[src/hdl/rgbcc_pkg.sv]
// ----------------------------------------------------------------------------
// RGB sensor color correction package
// Constants and small arithmetic helpers shared by the correction pipeline.
// ----------------------------------------------------------------------------
package rgbcc_pkg;

  // Default raw count width of the sensor channels.
  localparam int COUNT_WIDTH_DEF = 16;

  // Width of one corrected channel.
  localparam int OUT_W = 8;

  // Channel positions inside packed channel vectors.
  localparam int CH_R = 0;
  localparam int CH_G = 1;
  localparam int CH_B = 2;
  localparam int NUM_CH = 3;

  // LED-on gains: red by 17/10, blue by 27/20.
  localparam int RED_GAIN_NUM  = 17;
  localparam int RED_GAIN_DEN  = 10;
  localparam int BLUE_GAIN_NUM = 27;
  localparam int BLUE_GAIN_DEN = 20;

  // Normalization target and the LED-on clamp threshold.
  localparam int NORM_TARGET = 250;
  localparam int CLAMP_LIMIT = 255;

  // Greenish yellow test: 20 * red >= 17 * max.
  localparam int YEL_NUM = 17;
  localparam int YEL_DEN = 20;

  // Quotient bits produced by each divider stage.
  localparam int DIV_BITS_PER_STAGE = 2;

  // floor(x / 5) for x below 512, as a multiply by 205 / 1024.
  function automatic logic [OUT_W-1:0] div5(input logic [OUT_W:0] x);
    logic [16:0] prod;
    prod = 17'(x) * 17'd205;
    return {1'b0, prod[16:10]};
  endfunction

endpackage

[src/hdl/rgb_sensor_color_correction.sv]
// ----------------------------------------------------------------------------
// RGB sensor color correction
// Turns raw red, green and blue sensor counts into 8-bit corrected channel
// values, with LED gain, normalization, ratio-based attenuation and a
// greenish-yellow fix-up.
// ----------------------------------------------------------------------------
//
//   Channel   Signals                                         Direction
//   -------   ---------------------------------------------   ---------
//   input     in_valid_i, in_stall_o, *_count_i                 in
//   output    out_valid_o, out_stall_i, *_out_o                 out
//   config    led_on_we_i, led_on_i                             in
//
// One beat is accepted every cycle while the output is not stalled; the pipeline
// is made of the gain multiply, the max stage, the restoring divider for 250/max
// and the two correction stages.
// Reset clears the valid bits of every stage and the LED register.
// A stall at the output freezes the whole pipeline; nothing is dropped.
// ----------------------------------------------------------------------------
module rgb_sensor_color_correction
  import rgbcc_pkg::*;
#(
  parameter int COUNT_WIDTH = COUNT_WIDTH_DEF
) (
  input  logic                   clk_i,
  input  logic                   rst_ni,
  input  logic                   led_on_we_i,
  input  logic                   led_on_i,
  input  logic                   in_valid_i,
  output logic                   in_stall_o,
  input  logic [COUNT_WIDTH-1:0] red_count_i,
  input  logic [COUNT_WIDTH-1:0] green_count_i,
  input  logic [COUNT_WIDTH-1:0] blue_count_i,
  output logic                   out_valid_o,
  input  logic                   out_stall_i,
  output logic [OUT_W-1:0]       red_out_o,
  output logic [OUT_W-1:0]       green_out_o,
  output logic [OUT_W-1:0]       blue_out_o
);

  // Gained channel width, product widths and reciprocal constants.
  localparam int G_W       = COUNT_WIDTH + 1;
  localparam int PROD_W    = COUNT_WIDTH + 5;
  localparam int RECIP_W   = PROD_W + 1;
  localparam int MUL_W     = PROD_W + RECIP_W;
  localparam int SHIFT_R   = PROD_W + 4;
  localparam int SHIFT_B   = PROD_W + 5;
  localparam logic [RECIP_W-1:0] RECIP_R = RECIP_W'((2 ** SHIFT_R) / RED_GAIN_DEN + 1);
  localparam logic [RECIP_W-1:0] RECIP_B = RECIP_W'((2 ** SHIFT_B) / BLUE_GAIN_DEN + 1);
  localparam int NUM_W     = G_W + 8;
  localparam int DIV_STG   = OUT_W / DIV_BITS_PER_STAGE;

  logic led_on_q;
  logic advance;

  // Stage 1: LED gain.
  logic               s1_valid_q;
  logic [G_W-1:0]     s1_r_q, s1_g_q, s1_b_q;
  logic [G_W-1:0]     s1_r_d, s1_b_d;
  logic [PROD_W-1:0]  r_prod, b_prod;
  logic [MUL_W-1:0]   r_wide, b_wide;

  // Stage 2 and divider stages, index 0 is the divider input.
  logic                           dv_valid_q [DIV_STG+1];
  logic [NUM_CH-1:0][NUM_W-1:0]   dv_rem_q   [DIV_STG+1];
  logic [NUM_CH-1:0][NUM_W-1:0]   dv_rem_d   [DIV_STG+1];
  logic [NUM_CH-1:0][OUT_W-1:0]   dv_quo_q   [DIV_STG+1];
  logic [NUM_CH-1:0][OUT_W-1:0]   dv_quo_d   [DIV_STG+1];
  logic [NUM_CH-1:0][OUT_W-1:0]   dv_raw_q   [DIV_STG+1];
  logic [G_W-1:0]                 dv_max_q   [DIV_STG+1];
  logic                           dv_scale_q [DIV_STG+1];
  logic [G_W-1:0]                 s2_max_d;
  logic                           s2_scale_d;

  // Attenuation stage.
  logic                         at_valid_q;
  logic [NUM_CH-1:0][OUT_W-1:0] at_q, at_d;
  logic [OUT_W-1:0]             at_max_q, at_max_d;
  logic [NUM_CH-1:0][OUT_W-1:0] sc;
  logic [NUM_CH-1:0][10:0]      five_sc;
  logic [NUM_CH-1:0]            mid_band, low_band;
  logic [10:0]                  three_max, four_max;
  logic                         red_top, yel, keep_blue;
  logic [OUT_W-1:0]             blue_t;

  // Output stage.
  logic                         out_valid_q;
  logic [NUM_CH-1:0][OUT_W-1:0] out_q, out_d;
  logic [OUT_W-1:0]             least;
  logic                         fix_yel;

  assign advance     = !(out_valid_q && out_stall_i);
  assign in_stall_o  = !advance;
  assign out_valid_o = out_valid_q;
  assign red_out_o   = out_q[CH_R];
  assign green_out_o = out_q[CH_G];
  assign blue_out_o  = out_q[CH_B];

  always_ff @(posedge clk_i or negedge rst_ni) begin
    if (!rst_ni) begin
      led_on_q <= 1'b0;
    end else if (led_on_we_i) begin
      led_on_q <= led_on_i;
    end
  end

  // ---------------------------------------------------------------- gain
  always_comb begin
    r_prod = PROD_W'(red_count_i) * PROD_W'(RED_GAIN_NUM);
    b_prod = PROD_W'(blue_count_i) * PROD_W'(BLUE_GAIN_NUM);
    r_wide = MUL_W'(r_prod) * MUL_W'(RECIP_R);
    b_wide = MUL_W'(b_prod) * MUL_W'(RECIP_B);
    if (led_on_q) begin
      s1_r_d = G_W'(r_wide >> SHIFT_R);
      s1_b_d = G_W'(b_wide >> SHIFT_B);
    end else begin
      s1_r_d = G_W'(red_count_i);
      s1_b_d = G_W'(blue_count_i);
    end
  end

  // ---------------------------------------------------------------- max
  always_comb begin
    s2_max_d = (s1_r_q > s1_g_q) ? s1_r_q : s1_g_q;
    if (s1_b_q > s2_max_d) begin
      s2_max_d = s1_b_q;
    end
    if (led_on_q) begin
      s2_scale_d = s2_max_d > G_W'(CLAMP_LIMIT);
    end else begin
      s2_scale_d = s2_max_d != '0;
    end
  end

  // --------------------------------------------------------- divider
  // Each stage retires DIV_BITS_PER_STAGE quotient bits of x * 250 / max.
  // The quotient never exceeds 250 because no channel exceeds the max.
  for (genvar k = 0; k < DIV_STG; k++) begin : g_div
    always_comb begin
      logic [NUM_W-1:0] trial;
      dv_rem_d[k+1] = dv_rem_q[k];
      dv_quo_d[k+1] = dv_quo_q[k];
      for (int c = 0; c < NUM_CH; c++) begin
        for (int j = 0; j < DIV_BITS_PER_STAGE; j++) begin
          trial = NUM_W'(dv_max_q[k]) << (OUT_W - 1 - k * DIV_BITS_PER_STAGE - j);
          if (dv_rem_d[k+1][c] >= trial) begin
            dv_rem_d[k+1][c] = dv_rem_d[k+1][c] - trial;
            dv_quo_d[k+1][c][OUT_W - 1 - k * DIV_BITS_PER_STAGE - j] = 1'b1;
          end
        end
      end
    end

    always_ff @(posedge clk_i or negedge rst_ni) begin
      if (!rst_ni) begin
        dv_valid_q[k+1] <= 1'b0;
      end else if (advance) begin
        dv_valid_q[k+1] <= dv_valid_q[k];
      end
    end

    always_ff @(posedge clk_i) begin
      if (advance) begin
        dv_rem_q[k+1]   <= dv_rem_d[k+1];
        dv_quo_q[k+1]   <= dv_quo_d[k+1];
        dv_raw_q[k+1]   <= dv_raw_q[k];
        dv_max_q[k+1]   <= dv_max_q[k];
        dv_scale_q[k+1] <= dv_scale_q[k];
      end
    end
  end

  // The divider input stage loads the numerators x * 250.
  always_comb begin
    dv_rem_d[0][CH_R] = NUM_W'(s1_r_q) * NUM_W'(NORM_TARGET);
    dv_rem_d[0][CH_G] = NUM_W'(s1_g_q) * NUM_W'(NORM_TARGET);
    dv_rem_d[0][CH_B] = NUM_W'(s1_b_q) * NUM_W'(NORM_TARGET);
    dv_quo_d[0]       = '0;
  end

  // ----------------------------------------------------- attenuation
  always_comb begin
    for (int c = 0; c < NUM_CH; c++) begin
      sc[c] = dv_scale_q[DIV_STG] ? dv_quo_q[DIV_STG][c] : dv_raw_q[DIV_STG][c];
    end
    at_max_d = (sc[CH_R] > sc[CH_G]) ? sc[CH_R] : sc[CH_G];
    if (sc[CH_B] > at_max_d) begin
      at_max_d = sc[CH_B];
    end
    three_max = 11'(at_max_d) * 11'd3;
    four_max  = {1'b0, at_max_d, 2'b00};
    for (int c = 0; c < NUM_CH; c++) begin
      five_sc[c]  = 11'(sc[c]) * 11'd5;
      mid_band[c] = (five_sc[c] < four_max) && (five_sc[c] >= three_max);
      low_band[c] = five_sc[c] < three_max;
    end

    red_top   = at_max_d == sc[CH_R];
    yel       = red_top && ({1'b0, sc[CH_G]} >= {sc[CH_B], 1'b0})
                && (five_sc[CH_G] >= 11'(sc[CH_R]));
    keep_blue = red_top && (sc[CH_G] <= sc[CH_B]) && (five_sc[CH_B] >= 11'(sc[CH_R]));
    blue_t    = yel ? (sc[CH_B] >> 1) : sc[CH_B];

    for (int c = 0; c < NUM_CH; c++) begin
      at_d[c] = sc[c];
      if (mid_band[c]) begin
        at_d[c] = div5({sc[c], 1'b0});
      end else if (low_band[c]) begin
        at_d[c] = div5({1'b0, sc[c]});
      end
    end
    // In the low band, green is kept and blue is softened when red leads a yellowish hue.
    if (low_band[CH_G] && yel) begin
      at_d[CH_G] = sc[CH_G];
    end
    if (low_band[CH_B]) begin
      at_d[CH_B] = keep_blue ? blue_t : div5({1'b0, blue_t});
    end
  end

  // ---------------------------------------------------------- fix-up
  always_comb begin
    least = (at_q[CH_R] < at_q[CH_G]) ? at_q[CH_R] : at_q[CH_G];
    if (at_q[CH_B] < least) begin
      least = at_q[CH_B];
    end
    fix_yel = (at_max_q == at_q[CH_G])
              && (13'(at_q[CH_R]) * 13'(YEL_DEN) >= 13'(at_max_q) * 13'(YEL_NUM))
              && (least == at_q[CH_B]);
    out_d = at_q;
    if (fix_yel) begin
      out_d[CH_R] = at_max_q;
      out_d[CH_B] = div5({at_q[CH_B], 1'b0});
    end
  end

  // ------------------------------------------------------- registers
  always_ff @(posedge clk_i or negedge rst_ni) begin
    if (!rst_ni) begin
      s1_valid_q    <= 1'b0;
      dv_valid_q[0] <= 1'b0;
      at_valid_q    <= 1'b0;
      out_valid_q   <= 1'b0;
    end else if (advance) begin
      s1_valid_q    <= in_valid_i;
      dv_valid_q[0] <= s1_valid_q;
      at_valid_q    <= dv_valid_q[DIV_STG];
      out_valid_q   <= at_valid_q;
    end
  end

  always_ff @(posedge clk_i) begin
    if (advance) begin
      s1_r_q <= s1_r_d;
      s1_g_q <= G_W'(green_count_i);
      s1_b_q <= s1_b_d;

      dv_rem_q[0]         <= dv_rem_d[0];
      dv_quo_q[0]         <= dv_quo_d[0];
      dv_raw_q[0][CH_R]   <= s1_r_q[OUT_W-1:0];
      dv_raw_q[0][CH_G]   <= s1_g_q[OUT_W-1:0];
      dv_raw_q[0][CH_B]   <= s1_b_q[OUT_W-1:0];
      dv_max_q[0]         <= s2_max_d;
      dv_scale_q[0]       <= s2_scale_d;

      at_q     <= at_d;
      at_max_q <= at_max_d;

      out_q <= out_d;
    end
  end

endmodule
[config.mk]
export PLATFORM = sky130hd
export DESIGN_NAME = rgb_sensor_color_correction
export DESIGN_NICKNAME = d
export VERILOG_FILES = /design/src/hdl/rgbcc_pkg.sv /design/src/hdl/rgb_sensor_color_correction.sv
export SDC_FILE = /design/constraint.sdc
export NUM_CORES = 2
export LEC_CHECK = 0
export BUFFER_PORTS_ARGS = -buffer_cell sky130_fd_sc_hd__buf_2
export CAP_MARGIN = 10
export CORE_MARGIN = 8
export CORE_UTILIZATION = 40
export CTS_CLUSTER_DIAMETER = 40
export DETAILED_ROUTE_END_ITERATION = 12
export PLACE_DENSITY = 0.52
export RECOVER_POWER = 25
export SETUP_SLACK_MARGIN = 0.05
export SYNTH_ARGS = -nofsm -noshare
export SYNTH_HDL_FRONTEND = slang
export SYNTH_SLANG_ARGS = --single-unit
[constraint.sdc]
create_clock -name clk_i -period 43.9 [get_ports clk_i]
set_input_delay 8.78 -clock clk_i [delete_from_list [all_inputs] [get_ports clk_i]]
set_output_delay 8.78 -clock clk_i [all_outputs]
set_load 0.05 [all_outputs]
==> results_dict.tcl <==
set metrics [dict create \
    grt_util_all_layers_pct 19.6 \
    io_pins 80 \
    tns_ps 0 \
    seqCellArea_um2 19000 \
    worstSkewPairLatency_ps 770 \
    drt-total-wl_mm 209 \
    end_kind "register" \
    critPathKind "primary input to register" \
    post-route-util_pct 44.3 \
    grt_pass1_vias 58300 \
    maxCapViolCount 2 \
    timing.rr.end "at_q[21]$_DFFE_PN_" \
    hold_class "register to register" \
    area_growth_pct 10.3 \
    hold_viol 0 \
    grt-ovfl-total 0 \
    firstDrtPassIters 6 \
    core-area_um2 197000 \
    post_cts_buffers 0 \
    critPathTopFamily "adder cells" \
    cts_root_buffer "clkbuf_16" \
    gp_congestion 0.885 \
    rsz0062_at_grt "no" \
    ys_types 85 \
    timing.rr.start "dv_scale_q[0][4]$_DFFE_PN_" \
    htree_levels 3 \
    ys_async_sr_fraction_pct 1.42 \
    worst_path_largest_cell_delay_ps 550 \
    final.fill_count 19000 \
    start_util_pct 40.2 \
    yosysTopAreaCell "edfxtp_1" \
    fin_crit_sh_pct 42.7 \
    cts_buffers 113 \
    layout.nets 10300 \
    worstPathArrival_ps 19190 \
    postSynthCellCount 8049 \
    grt_max_degree 159 \
    synth-edff-count 625 \
    drive_gt1_share_pct 6.89 \
    fmax_ghz 0.0533 \
    cts_sinks 634 \
    placed_area_um2 83200 \
    fin_ws_ps 25150 \
    status "finished with violations" \
    syn_area_um2 79300 \
    dpl.hpwl_mm 174 \
    yosysWarnings 0 \
    required_ps 44330 \
    ys_seq_elements 634 \
    dr.first_iter.drc_count 3216 \
    cp-endpoint "s1_b_q[11]$_DFFE_PN_" \
    grt_pass1_wl_mm 331 \
    worst_pin_slew_ps 1980 \
    cts_hold_buf 0 \
    cts.clk_slew.worst_paths_ps 60 \
    final_antenna_net_count 0 \
    via_per_inst 5.22 \
    ys.flop_type "edfxtp_1" \
    start_kind "primary input" \
    cts_resized 0 \
    setup_violations 0 \
    port_buffers 79 \
    crit_slowest_cell "fa_1" \
    finClkSkew_ps 88.5 \
    slew_viol_final 62 \
    period_needed_ps 18750 \
    drc 0 \
    slew_headroom_pct -32.1 \
    synth_top_area_share_pct 23.7 \
    post-place-ws_ps 24530 \
    rrSetupSlack_ps 31710 \
    clockBufferDepth 3 \
    multi_input_area_um2 54800 \
    antenna_found_initial 3 \
    path_depth 40 \
    fp.dieW_um 461 \
    violations "max-capacitance violations, max-slew violations" \
    routedWlPerCell_um 19.1 \
    crit_fanout 10 \
    die-area_um2 213000 \
    fp.dieH_um 461 \
    cts_tree "yes" \
    yosys-top-cells-area "edfxtp_1 (24%), ha_1 (23%), fa_1 (14%)" \
    crit_start "blue_count_i[0]" \
    crit_top_cell "ha_1" \
    r2r_cells 35 \
    path_buf_inv 5 \
    rows 163 \
    route.vias.total 57200 \
    yosysSeqAreaShare_pct 23.9 \
    design_area_um2 87400 \
    syn_nets 10100 \
    avgSynthCellArea_um2 9.85 \
]
[registers in the layout, indices dropped and copies added, names as in the netlist]
name and cells:
dv_rem_q 266, dv_raw_q 120, dv_max_q 68, dv_quo_q 60, at_q 24, s1_b_q 17, s1_r_q 17, s1_g_q 16
at_max_q 8, blue_out_o 8, green_out_o 8, red_out_o 8, dv_scale_q 5, dv_valid_q 5, at_valid_q 1, led_on_q 1
out_valid_o 1, s1_valid_q 1
[per-layer routing]
| layer | up-vias | part of all wire (%) | global-route usage [%] |
|---|---|---|---|
| met5 | - | 0 | 0 |
| met1 | 27500 | 48 | 27.5 |
| met4 | 0 | 2.8 | 5.08 |
| met2 | 1041 | 45 | 32.2 |
| li1 | 28400 | - | - |
| met3 | 264 | 3.5 | 2.12 |
[cell families after synthesis]
logic type / share of synthesized area [%]
compound gates: 12.6
flops: 23.9
mux: 3.65
fa+ha+maj: 37.6
xor+xnor: 5.72
buf+inv: 6.98
simple gates: 9.53
[cells in the mapped netlist (all sizes together) (11+ instances only)]
master and count:
clkbuf 55, a31o 12, ha 1469, nor4 29, xor2 152, a21boi 41
nand3 105, o41ai 12, o211ai 23, xnor2 366, a21oi 516, buf 33
or3 36, o21ai 351, nand4 94, a2111oi 17, and3 37, a211oi 41
and2 29, o21a 104, a31oi 31, o31ai 39, nand2b 87, or4 14
nand2 341, nor3 134, nor3b 11, o21bai 72, a211o 22, mux2 188
inv 1377, edfxtp 625, and4 15, a21o 167, mux2i 78, nor2b 123
nor2 439, fa 572, a221oi 11, or2 22
[layout by cell type, fill, tap and decap left out, drive strengths merged, types with 31 or more instances in the layout]
master	synthesis	final
nand2	341	341
nor2	439	439
a21boi	41	41
a211oi	41	41
buf	33	131
nand3	105	105
o21ai	351	351
o21bai	72	72
clkbuf	55	130
xor2	152	152
a21o	167	167
or3	36	36
nand4	94	94
nand2b	87	87
mux2	188	188
clkinv	2	33
ha	1469	1469
nor2b	123	123
o21a	104	104
o31ai	39	39
mux2i	78	78
fa	572	572
edfxtp	625	625
xnor2	366	366
inv	1377	1408
nor3	134	134
a31oi	31	31
a21oi	516	516
and3	37	37
[final cells by class]
cell class	count	area share [%]
inverters	1379	5.92
flip-flops and latches	634	21.7
clock buffers	118	3.26
multi-input cells	5948	62.7
clock inverters	98	1.68
well taps	2640	3.78
diodes	2	0.00572
repair buffers	143	0.964
[how the worst min path moves through the flow]
stage / from / to / slack, ps / depth (start not counted)
floorplan: dv_quo_q[0][76]$_DFFE_PN_ / dv_quo_q[0][100]$_DFFE_PN_ / 400 / 0
global placement: dv_raw_q[0][66]$_DFFE_PN_ / dv_raw_q[0][90]$_DFFE_PN_ / 400 / 0
detailed placement: dv_raw_q[0][91]$_DFFE_PN_ / dv_raw_q[0][115]$_DFFE_PN_ / 400 / 0
CTS: dv_raw_q[0][28]$_DFFE_PN_ / dv_raw_q[0][52]$_DFFE_PN_ / 370 / 0
global route: dv_raw_q[0][45]$_DFFE_PN_ / dv_raw_q[0][69]$_DFFE_PN_ / 380 / 0
finish: dv_raw_q[0][68]$_DFFE_PN_ / dv_raw_q[0][92]$_DFFE_PN_ / 370 / 0
[worst reg2reg max path: cells and delay by family, from the launching register on]
kind	cells	cell delay, ps
flip-flops	1	490
AO/OA/AOI/OAI	12	3830
adder cells (fa/ha/maj)	8	3440
XOR/XNOR	1	170
AND/OR/NAND/NOR	6	1970
buffers and inverters	7	1780
multiplexers	1	280
[through the flow]
| stage | std cells | hold WS [ps] |
|---|---|---|
| 3_3_place_gp | 10700 | 401 |
| 5_1_grt | 11000 | 383 |
| 2_1_floorplan | 8049 | 400 |
| 3_5_place_dp | 10700 | 405 |
| 6_report | 11000 | 372 |
| 4_1_cts | 11000 | 375 |
Power is not shown: default switching activity piles up to over one toggle a cycle in this logic, so the estimate is an artifact.
